## src/rtl/sha256_stream_hasher_macros.svh

```systemverilog
// assertion macros shared by the sha256 stream hasher modules
// no dependencies; included inside module bodies
`ifndef SHA256_STREAM_HASHER_MACROS_SVH
`define SHA256_STREAM_HASHER_MACROS_SVH

// same-cycle implication, checked outside reset
`define SHA_ASSERT_SAME(lbl, clk, rstn, ante, cons, msg) \
    lbl: assert property (@(posedge clk) disable iff (!(rstn)) (ante) |-> (cons)) \
        else $error(msg);

// next-cycle implication, checked outside reset
`define SHA_ASSERT_NEXT(lbl, clk, rstn, ante, cons, msg) \
    lbl: assert property (@(posedge clk) disable iff (!(rstn)) (ante) |=> (cons)) \
        else $error(msg);

`endif

```

## src/rtl/sha256_pkg.sv

```systemverilog
// shared types, constants and round functions of the sha256 stream hasher
// no dependencies; imported by sha256_ctrl, sha256_dp and the top level
package sha256_pkg;

    localparam int BLK_BYTES = 64;
    localparam int BLK_BITS  = BLK_BYTES * 8;
    localparam int POS_W     = $clog2(BLK_BYTES);
    localparam int ROUNDS    = 64;
    localparam int ROUND_W   = $clog2(ROUNDS);
    localparam int WORDS     = 8;
    localparam int WIDX_W    = $clog2(WORDS);
    localparam int COUNT_W   = 61;

    localparam logic [7:0] PAD_MARK = 8'h80;

    localparam logic [31:0] K_TABLE [ROUNDS] = '{
        32'h428a2f98, 32'h71374491, 32'hb5c0fbcf, 32'he9b5dba5,
        32'h3956c25b, 32'h59f111f1, 32'h923f82a4, 32'hab1c5ed5,
        32'hd807aa98, 32'h12835b01, 32'h243185be, 32'h550c7dc3,
        32'h72be5d74, 32'h80deb1fe, 32'h9bdc06a7, 32'hc19bf174,
        32'he49b69c1, 32'hefbe4786, 32'h0fc19dc6, 32'h240ca1cc,
        32'h2de92c6f, 32'h4a7484aa, 32'h5cb0a9dc, 32'h76f988da,
        32'h983e5152, 32'ha831c66d, 32'hb00327c8, 32'hbf597fc7,
        32'hc6e00bf3, 32'hd5a79147, 32'h06ca6351, 32'h14292967,
        32'h27b70a85, 32'h2e1b2138, 32'h4d2c6dfc, 32'h53380d13,
        32'h650a7354, 32'h766a0abb, 32'h81c2c92e, 32'h92722c85,
        32'ha2bfe8a1, 32'ha81a664b, 32'hc24b8b70, 32'hc76c51a3,
        32'hd192e819, 32'hd6990624, 32'hf40e3585, 32'h106aa070,
        32'h19a4c116, 32'h1e376c08, 32'h2748774c, 32'h34b0bcb5,
        32'h391c0cb3, 32'h4ed8aa4a, 32'h5b9cca4f, 32'h682e6ff3,
        32'h748f82ee, 32'h78a5636f, 32'h84c87814, 32'h8cc70208,
        32'h90befffa, 32'ha4506ceb, 32'hbef9a3f7, 32'hc67178f2
    };

    localparam logic [31:0] IV_TABLE [WORDS] = '{
        32'h6a09e667, 32'hbb67ae85, 32'h3c6ef372, 32'ha54ff53a,
        32'h510e527f, 32'h9b05688c, 32'h1f83d9ab, 32'h5be0cd19
    };

    // controller to datapath
    typedef struct packed {
        logic                 load_in;
        logic                 load_pad;
        logic                 start;
        logic                 round;
        logic                 finish;
        logic                 emit;
        logic                 clear;
        logic [ROUND_W-1:0]   round_idx;
        logic [WIDX_W-1:0]    word_idx;
    } t_cmd;

    // datapath to controller
    typedef struct packed {
        logic pos_last;
        logic final_blk;
        logic out_free;
    } t_sts;

    function automatic logic [31:0] rotr(input logic [31:0] x, input int n);
        rotr = (x >> n) | (x << (32 - n));
    endfunction

    function automatic logic [31:0] big_sig0(input logic [31:0] x);
        big_sig0 = rotr(x, 2) ^ rotr(x, 13) ^ rotr(x, 22);
    endfunction

    function automatic logic [31:0] big_sig1(input logic [31:0] x);
        big_sig1 = rotr(x, 6) ^ rotr(x, 11) ^ rotr(x, 25);
    endfunction

    function automatic logic [31:0] sml_sig0(input logic [31:0] x);
        sml_sig0 = rotr(x, 7) ^ rotr(x, 18) ^ (x >> 3);
    endfunction

    function automatic logic [31:0] sml_sig1(input logic [31:0] x);
        sml_sig1 = rotr(x, 17) ^ rotr(x, 19) ^ (x >> 10);
    endfunction

endpackage

```

## src/rtl/sha256_ctrl.sv

```systemverilog
// controller of the sha256 stream hasher: input handshake, padding, round and output sequencing
// depends on sha256_pkg and sha256_stream_hasher_macros.svh
module sha256_ctrl (
    input  logic              i_clk,
    input  logic              i_rst_n,
    input  logic              i_in_valid,
    input  logic              i_has_byte,
    input  logic              i_is_last,
    output logic              o_in_stall,
    input  sha256_pkg::t_sts  i_sts,
    output sha256_pkg::t_cmd  o_cmd
);
    import sha256_pkg::*;

    localparam logic [2:0] S_IDLE = 3'd0;
    localparam logic [2:0] S_PAD  = 3'd1;
    localparam logic [2:0] S_COMP = 3'd2;
    localparam logic [2:0] S_FIN  = 3'd3;
    localparam logic [2:0] S_OUT  = 3'd4;

    localparam logic [ROUND_W-1:0] ROUND_LAST = ROUND_W'(ROUNDS - 1);
    localparam logic [WIDX_W-1:0]  WIDX_LAST  = WIDX_W'(WORDS - 1);

    logic [2:0]         r_state, n_state;
    logic [ROUND_W-1:0] r_round, n_round;
    logic [WIDX_W-1:0]  r_widx, n_widx;
    logic               r_closing, n_closing;
    logic               accept;

    assign o_in_stall = (r_state != S_IDLE);
    assign accept     = i_in_valid && (r_state == S_IDLE);

    always_comb begin
        n_state   = r_state;
        n_round   = r_round;
        n_widx    = r_widx;
        n_closing = r_closing;
        o_cmd     = '0;
        o_cmd.round_idx = r_round;
        o_cmd.word_idx  = r_widx;
        case (r_state)
            S_IDLE: begin
                if (accept) begin
                    o_cmd.load_in = i_has_byte;
                    if (i_is_last) begin
                        n_closing = 1'b1;
                    end
                    if (i_has_byte && i_sts.pos_last) begin
                        o_cmd.start = 1'b1;
                        n_round     = '0;
                        n_state     = S_COMP;
                    end else if (i_is_last) begin
                        n_state = S_PAD;
                    end
                end
            end
            S_PAD: begin
                o_cmd.load_pad = 1'b1;
                if (i_sts.pos_last) begin
                    o_cmd.start = 1'b1;
                    n_round     = '0;
                    n_state     = S_COMP;
                end
            end
            S_COMP: begin
                o_cmd.round = 1'b1;
                n_round     = r_round + 1'b1;
                if (r_round == ROUND_LAST) begin
                    n_state = S_FIN;
                end
            end
            S_FIN: begin
                o_cmd.finish = 1'b1;
                if (!r_closing) begin
                    n_state = S_IDLE;
                end else if (i_sts.final_blk) begin
                    n_widx  = '0;
                    n_state = S_OUT;
                end else begin
                    n_state = S_PAD;
                end
            end
            S_OUT: begin
                if (i_sts.out_free) begin
                    o_cmd.emit = 1'b1;
                    n_widx     = r_widx + 1'b1;
                    if (r_widx == WIDX_LAST) begin
                        // digest word copied out, rearm for the next message
                        o_cmd.clear = 1'b1;
                        n_closing   = 1'b0;
                        n_state     = S_IDLE;
                    end
                end
            end
            default: begin
                n_state = S_IDLE;
            end
        endcase
    end

    always_ff @(posedge i_clk) begin
        if (!i_rst_n) begin
            r_state   <= S_IDLE;
            r_round   <= '0;
            r_widx    <= '0;
            r_closing <= 1'b0;
        end else begin
            r_state   <= n_state;
            r_round   <= n_round;
            r_widx    <= n_widx;
            r_closing <= n_closing;
        end
    end

`include "sha256_stream_hasher_macros.svh"

    `SHA_ASSERT_SAME(a_emit_free, i_clk, i_rst_n, o_cmd.emit, i_sts.out_free, "emit into a full output stage")
    `SHA_ASSERT_NEXT(a_start_round0, i_clk, i_rst_n, o_cmd.start, (r_state == S_COMP) && (r_round == '0), "compression did not start at round zero")
    `SHA_ASSERT_NEXT(a_out_done, i_clk, i_rst_n, o_cmd.emit && (o_cmd.word_idx == WIDX_LAST), (r_state == S_IDLE) && !r_closing, "not idle after the last digest word")

endmodule

```

## src/rtl/sha256_dp.sv

```systemverilog
// datapath of the sha256 stream hasher: block window, message schedule, round logic,
// hash state, length counter and output stage; depends on sha256_pkg and the macros header
module sha256_dp (
    input  logic              i_clk,
    input  logic              i_rst_n,
    input  logic [7:0]        i_data_byte,
    input  sha256_pkg::t_cmd  i_cmd,
    output sha256_pkg::t_sts  o_sts,
    input  logic              i_out_stall,
    output logic              o_out_valid,
    output logic [31:0]       o_digest_word,
    output logic [2:0]        o_word_index,
    output logic              o_last_word
);
    import sha256_pkg::*;

    localparam logic [POS_W-1:0]  POS_LAST  = POS_W'(BLK_BYTES - 1);
    localparam logic [WIDX_W-1:0] WIDX_LAST = WIDX_W'(WORDS - 1);

    // block window: schedule word i sits at bits [BLK_BITS-1-32*i -: 32]
    logic [BLK_BITS-1:0] r_blk;
    logic [31:0]         r_v [WORDS];
    logic [31:0]         r_h [WORDS];
    logic [COUNT_W-1:0]  r_byte_count;
    logic [POS_W-1:0]    r_pos;
    logic                r_mark;
    logic                r_final;
    logic                r_ovld;
    logic [31:0]         r_oword;
    logic [WIDX_W-1:0]   r_oidx;
    logic                r_olast;

    logic [31:0] w0, w1, w9, w14, w_new;
    logic [31:0] s1, ch, t1, s0, mj, t2;
    logic [63:0] len_bits;
    logic [2:0]  len_sel;
    logic [7:0]  len_byte;
    logic [7:0]  pad_byte;
    logic [7:0]  shift_byte;
    logic        in_len_field;

    assign w0  = r_blk[BLK_BITS-1 -: 32];
    assign w1  = r_blk[BLK_BITS-1-32*1 -: 32];
    assign w9  = r_blk[BLK_BITS-1-32*9 -: 32];
    assign w14 = r_blk[BLK_BITS-1-32*14 -: 32];
    assign w_new = sml_sig1(w14) + w9 + sml_sig0(w1) + w0;

    always_comb begin
        s1 = big_sig1(r_v[4]);
        ch = (r_v[4] & r_v[5]) ^ (~r_v[4] & r_v[6]);
        t1 = r_v[7] + s1 + ch + K_TABLE[i_cmd.round_idx] + w0;
        s0 = big_sig0(r_v[0]);
        mj = (r_v[0] & r_v[1]) ^ (r_v[0] & r_v[2]) ^ (r_v[1] & r_v[2]);
        t2 = s0 + mj;
    end

    // length field: big-endian bit count in the last eight bytes of the final block
    assign len_bits     = {r_byte_count, 3'b000};
    assign len_sel      = 3'd7 - r_pos[2:0];
    assign len_byte     = len_bits[{len_sel, 3'b000} +: 8];
    assign in_len_field = (r_pos[POS_W-1:3] == 3'b111);

    always_comb begin
        if (!r_mark) begin
            pad_byte = PAD_MARK;
        end else if (r_final && in_len_field) begin
            pad_byte = len_byte;
        end else begin
            pad_byte = 8'h00;
        end
    end

    assign shift_byte = i_cmd.load_pad ? pad_byte : i_data_byte;

    always_ff @(posedge i_clk) begin
        if (i_cmd.load_in || i_cmd.load_pad) begin
            r_blk <= {r_blk[BLK_BITS-9:0], shift_byte};
        end else if (i_cmd.round) begin
            r_blk <= {r_blk[BLK_BITS-33:0], w_new};
        end
        if (i_cmd.start) begin
            r_v <= r_h;
        end else if (i_cmd.round) begin
            r_v[7] <= r_v[6];
            r_v[6] <= r_v[5];
            r_v[5] <= r_v[4];
            r_v[4] <= r_v[3] + t1;
            r_v[3] <= r_v[2];
            r_v[2] <= r_v[1];
            r_v[1] <= r_v[0];
            r_v[0] <= t1 + t2;
        end
        if (i_cmd.emit) begin
            r_oword <= r_h[i_cmd.word_idx];
            r_oidx  <= i_cmd.word_idx;
            r_olast <= (i_cmd.word_idx == WIDX_LAST);
        end
    end

    always_ff @(posedge i_clk) begin
        if (!i_rst_n) begin
            r_h          <= IV_TABLE;
            r_byte_count <= '0;
            r_pos        <= '0;
            r_mark       <= 1'b0;
            r_final      <= 1'b0;
            r_ovld       <= 1'b0;
        end else begin
            if (i_cmd.clear) begin
                r_h <= IV_TABLE;
            end else if (i_cmd.finish) begin
                for (int i = 0; i < WORDS; i++) begin
                    r_h[i] <= r_h[i] + r_v[i];
                end
            end
            if (i_cmd.clear) begin
                r_byte_count <= '0;
            end else if (i_cmd.load_in) begin
                r_byte_count <= r_byte_count + 1'b1;
            end
            if (i_cmd.load_in || i_cmd.load_pad) begin
                r_pos <= r_pos + 1'b1;
            end
            if (i_cmd.clear) begin
                r_mark  <= 1'b0;
                r_final <= 1'b0;
            end else if (i_cmd.load_pad) begin
                if (!r_mark) begin
                    r_mark <= 1'b1;
                    // marker leaves room for the length in this block
                    if (!in_len_field) begin
                        r_final <= 1'b1;
                    end
                end else if (r_pos == '0) begin
                    // second padding block after the marker overflowed
                    r_final <= 1'b1;
                end
            end
            if (i_cmd.emit) begin
                r_ovld <= 1'b1;
            end else if (!i_out_stall) begin
                r_ovld <= 1'b0;
            end
        end
    end

    assign o_sts.pos_last  = (r_pos == POS_LAST);
    assign o_sts.final_blk = r_final;
    assign o_sts.out_free  = !r_ovld || !i_out_stall;

    assign o_out_valid   = r_ovld;
    assign o_digest_word = r_oword;
    assign o_word_index  = r_oidx;
    assign o_last_word   = r_olast;

`include "sha256_stream_hasher_macros.svh"

    `SHA_ASSERT_SAME(a_one_loader, i_clk, i_rst_n, i_cmd.load_pad, !i_cmd.load_in, "pad and message byte loaded together")
    `SHA_ASSERT_NEXT(a_count_step, i_clk, i_rst_n, i_cmd.load_in && !i_cmd.clear, r_byte_count == $past(r_byte_count) + 1'b1, "byte count did not advance")
    `SHA_ASSERT_NEXT(a_clear_state, i_clk, i_rst_n, i_cmd.clear, (r_byte_count == '0) && (r_pos == '0) && !r_mark && (r_h[0] == IV_TABLE[0]), "hasher not rearmed after digest")

endmodule

```

## src/rtl/sha256_stream_hasher.sv

```systemverilog
// SHA-256 stream hasher: one message byte per input item, is_last closes the message
// (an item without a byte may close it), and eight digest words come out, word 0 first.
// Message bytes are taken while the controller is idle; every 64th byte starts a 64-round
// compression that runs one round per cycle and then folds into the hash, with the input
// stalled during the compression and the fold. Closing a message shifts in the padding one
// byte per cycle up to the block end (one or two blocks, each followed by its compression),
// then emits the eight words at one per cycle while the output is not stalled, through an
// output register; the next message may start while word 7 waits.
// depends on sha256_pkg, sha256_ctrl and sha256_dp
module sha256_stream_hasher (
    input  logic        i_clk,
    input  logic        i_rst_n,
    input  logic        i_in_valid,
    output logic        o_in_stall,
    input  logic [7:0]  i_data_byte,
    input  logic        i_has_byte,
    input  logic        i_is_last,
    output logic        o_out_valid,
    input  logic        i_out_stall,
    output logic [31:0] o_digest_word,
    output logic [2:0]  o_word_index,
    output logic        o_last_word
);
    import sha256_pkg::*;

    t_cmd cmd;
    t_sts sts;

    sha256_ctrl u_ctrl (
        .i_clk      (i_clk),
        .i_rst_n    (i_rst_n),
        .i_in_valid (i_in_valid),
        .i_has_byte (i_has_byte),
        .i_is_last  (i_is_last),
        .o_in_stall (o_in_stall),
        .i_sts      (sts),
        .o_cmd      (cmd)
    );

    sha256_dp u_dp (
        .i_clk         (i_clk),
        .i_rst_n       (i_rst_n),
        .i_data_byte   (i_data_byte),
        .i_cmd         (cmd),
        .o_sts         (sts),
        .i_out_stall   (i_out_stall),
        .o_out_valid   (o_out_valid),
        .o_digest_word (o_digest_word),
        .o_word_index  (o_word_index),
        .o_last_word   (o_last_word)
    );

endmodule
```

## config.mk

```make
export PLATFORM = sky130hd
export DESIGN_NAME = sha256_stream_hasher
export DESIGN_NICKNAME = d
export VERILOG_FILES = /design/src/rtl/sha256_pkg.sv /design/src/rtl/sha256_ctrl.sv /design/src/rtl/sha256_dp.sv /design/src/rtl/sha256_stream_hasher.sv
export VERILOG_INCLUDE_DIRS = /design/src /design/src/rtl
export SDC_FILE = /design/constraint.sdc
export NUM_CORES = 2
export LEC_CHECK = 0
export BUFFER_PORTS_ARGS = -buffer_cell sky130_fd_sc_hd__buf_4
export CAP_MARGIN = 20
export CELL_PAD_IN_SITES_DETAIL_PLACEMENT = 0
export CELL_PAD_IN_SITES_GLOBAL_PLACEMENT = 1
export CORE_ASPECT_RATIO = 1.75
export CORE_MARGIN = 3
export CORE_UTILIZATION = 39
export DETAILED_ROUTE_END_ITERATION = 12
export PLACE_DENSITY_LB_ADDON = 0.1
export SYNTH_ARGS = -nofsm -noshare
export SYNTH_HDL_FRONTEND = slang
export SYNTH_SLANG_ARGS = --single-unit
export TNS_END_PERCENT = 100
```

## constraint.sdc

```tcl
create_clock -name i_clk -period 29 [get_ports i_clk]
set_input_delay 7.25 -clock i_clk [delete_from_list [all_inputs] [get_ports i_clk]]
set_output_delay 7.25 -clock i_clk [all_outputs]
set_load 0.05 [all_outputs]
```

==> summary.txt <==
Yosys
  – Most numerous cell in the Yosys netlist: nand2_1
  – Synth cell types: 97
  – Synthesized area: about 0.075 mm²
  – Post-Synth XOR/XNOR Area: 7.085%
  – Synth top cells by count: nand2_1 (2,514), edfxtp_1 (804), a21oi_1 (517)
  – Register area share after synthesis: 41.09%
  – Net Count, Synth: between 8,000 and 9,000
  – Cells after Synth: 8,340
  – Synth Flop Type: edfxtp_1
  – Post-synthesis simple-gate area fraction: between 10% and 20%
  – EDFF count, synth: approximately 800
  – Avg Inst Size Synth: approximately 9.0 µm²
  – Largest family of logic cells by synthesized area: simple AND/OR/NAND/NOR gates
  – Synthesized-area fraction occupied by adder cells: 12.16%
  – Area fraction of the dominant cell type after synthesis: 32.07%
  – Synth Area in Compound Gates: 13.30%
  – Yosys Warn Count: 0
  – Ys async rst share: 0%
  – Largest cells by area after synthesis: edfxtp_1 (32%), nand2_1 (13%), dfxtp_1 (9.0%)
  – Mux contribution to synthesized area: 3.745%
  – Synthesis-stage register bit count: approximately 1,100
  – Cell taking the most area after synthesis: edfxtp_1

Drt
  – 1st-iter DRT viols: around 4,000
  – DRT Pass-1 Iters: 6
  – Routed Antenna Nets: 0
  – WL/cell: 24.67 µm
  – Drt total wl: 266,800 µm
  – Via density per instance: 5.460
  – DRC Markers: 0
  – Via count: 59,045

Floorplanning
  – Rows: between 200 and 250
  – Die W: 338.1 µm
  – Die Ht: about 600 µm
  – Initial Util: roughly 40%
  – Core area: around 0.19 mm²
  – Die area: 0.1985 mm²
  – IO Pins: 52

CTS
  – CTS max path bufs: 3
  – Post-cts resize count: 0
  – CTS Sinks: 1,143
  – Reg clk slew, reported paths: about 0.07 ns
  – # Post-CTS Setup Buffers: 0
  – CTS Buf Count: approximately 120
  – Hold buffers post-CTS: 0
  – CTS root buffer: clkbuf_16
  – Clk_lat worst skew: 0.76 ns
  – H-Tree Level Count: 3
  – CTS tree: built

Place
  – Routability congestion estimate: roughly 0.96
  – Hpwl dp: about 200,000 µm
  – Pre-CTS setup slack: 17.03 ns
  – Number of port buffers: ~50

Finish
  – Final #Nets: just under 9,000
  – Multi-input logic area: 0.04154 mm²
  – Area Overhead vs Synth: 8.852%
  – FILL cells: 18,939
  – Share of layout cells above drive strength 1: 6.489%
  – Reg area: 0.03095 mm²

GRT
  – GRT overflow: 0
  – Initial antenna violation count: 3
  – First-pass GRT wire length: just under 400,000 µm
  – Vias in the first global route: 60,808
  – Pin count of the biggest net entering global routing: 190
  – Gr usage total: between 20% and 30%

Timing
  – Relative slew slack: 21.19%
  – Final Max Slew Viols: 0
  – Fmax achieved: 0.09018 GHz
  – Setup violation total in the final timing report: 0
  – Crit share post-route: 38.24%
  – Skew final: 0.03274 ns
  – Setup_tns: 0 ns
  – Worst-margin pin slew: 1.152 ns
  – Final hold vios: 0
  – RSZ-0062 raised after global routing: false
  – Setup WS post-layout: between 15 and 20 ns
  – Min Clock Period, post-route: 11.09 ns

Setup path
  – CP max FO: 82
  – Crit Path Category: in2reg
  – Worst EP required: 29.36 ns
  – CP Capture Type: flop
  – Worst Path Arrival: 11.45 ns
  – R2R depth: 36
  – Startpoint types: input port

Min path
  – Hold path depth: 2
  – Hold WC Path Type: reg2reg

Run
  – Max cap viols: 0

Outcome
  – Status: complete, no violations
==> flip-flops by register name, indices dropped and copies added, names as in the netlist <==
name                count
u_dp.o_digest_word     32
u_dp.o_word_index       3
u_ctrl.r_state          3
u_dp.r_blk            512
u_dp.r_v              256
u_dp.r_final            1
u_ctrl.r_widx           3
u_ctrl.r_closing        1
u_dp.r_pos              6
u_dp.o_last_word        1
u_ctrl.r_round          6
u_dp.r_mark             1
u_dp.o_out_valid        1
u_dp.r_h              256
u_dp.r_byte_count      61
==> metal layers <==
| metal | vias to the layer above | wire length, µm | track usage, % |
|---|---|---|---|
| li1 | 28331 | - | - |
| met5 | - | 0 | 0 |
| met2 | 1278 | 143200 | 50.23 |
| met1 | 28846 | 93600 | 26.91 |
| met4 | 0 | 22170 | 18.19 |
| met3 | 590 | 7790 | 2.461 |
==> worst max-delay path, stage by stage <==
cell	delay, ns
buf_4	0.11
and3_1	0.60
nor2_4	0.26
nand2_4	0.72
buf_4	0.64
buf_4	0.78
buf_4	0.91
==> worst paths after layout <==
kind / startpoint / endpoint / slack, ns
worst max register to register: u_ctrl.r_round[1]$_SDFFE_PN0P_ / u_dp.r_v[255]$_DFFE_PP_ / 18.09
worst max-delay path: i_in_valid / u_dp.r_blk[145]$_DFFE_PP_ / 17.91
worst min register to register: u_dp.r_h[176]$_SDFFE_PP0N_ / u_dp.r_h[176]$_SDFFE_PP0N_ / 0.49
worst min-delay path: u_dp.r_h[176]$_SDFFE_PP0N_ / u_dp.r_h[176]$_SDFFE_PP0N_ / 0.49
==> per-stage QoR <==
stage / util, % / std cells / hold WS, ns / area, µm²
final: 42.85 / 10815 / 0.4877 / 81940
after global routing: 42.85 / 10814 / 0.5053 / 81940
after global placement: 40.80 / 10588 / 0.4681 / 78030
after floorplan: - / 8340 / 0.4349 / 75280
after detailed placement: 40.80 / 10589 / 0.4756 / 78040
after CTS: 42.84 / 10812 / 0.4851 / 81930
==> cell families (layout without fill, tap and decap cells) <==
| family | after synthesis | in the layout |
|---|---|---|
| and+or+nand+nor | 3416 | 3416 |
| AOI/OAI and AO/OA | 1605 | 1605 |
| DFF | 1143 | 1143 |
| buffers and inverters | 774 | 679 |
| adders and majority gates | 620 | 620 |
| xor gates and xnor gates | 609 | 609 |
| muxes | 173 | 173 |
| other | 0 | 2 |
==> final cells by class <==
type / instances / area share, %
antenna: 2 / 0.006108
tap: 2568 / 3.921
clock buffer: 151 / 3.979
clock inverter: 72 / 0.7665
sequential: 1143 / 37.77
inverter: 295 / 1.351
multi-input combinational: 6423 / 50.69
timing repair buffer: 161 / 1.518
==> cell usage in the layout, fill, tap and decap left out, types with 195 or more instances in the layout <==
master	n
fa_1	195
ha_1	399
a21oi_1	516
xnor2_1	398
inv_1	291
edfxtp_1	804
nand2_1	2512
nor2_1	355
dfxtp_1	333
o21ai_0	360
xor2_1	211
Power is left out: the tool's default activity adds up to more than one toggle a clock period on the data nets, which glitch-free logic cannot reach.
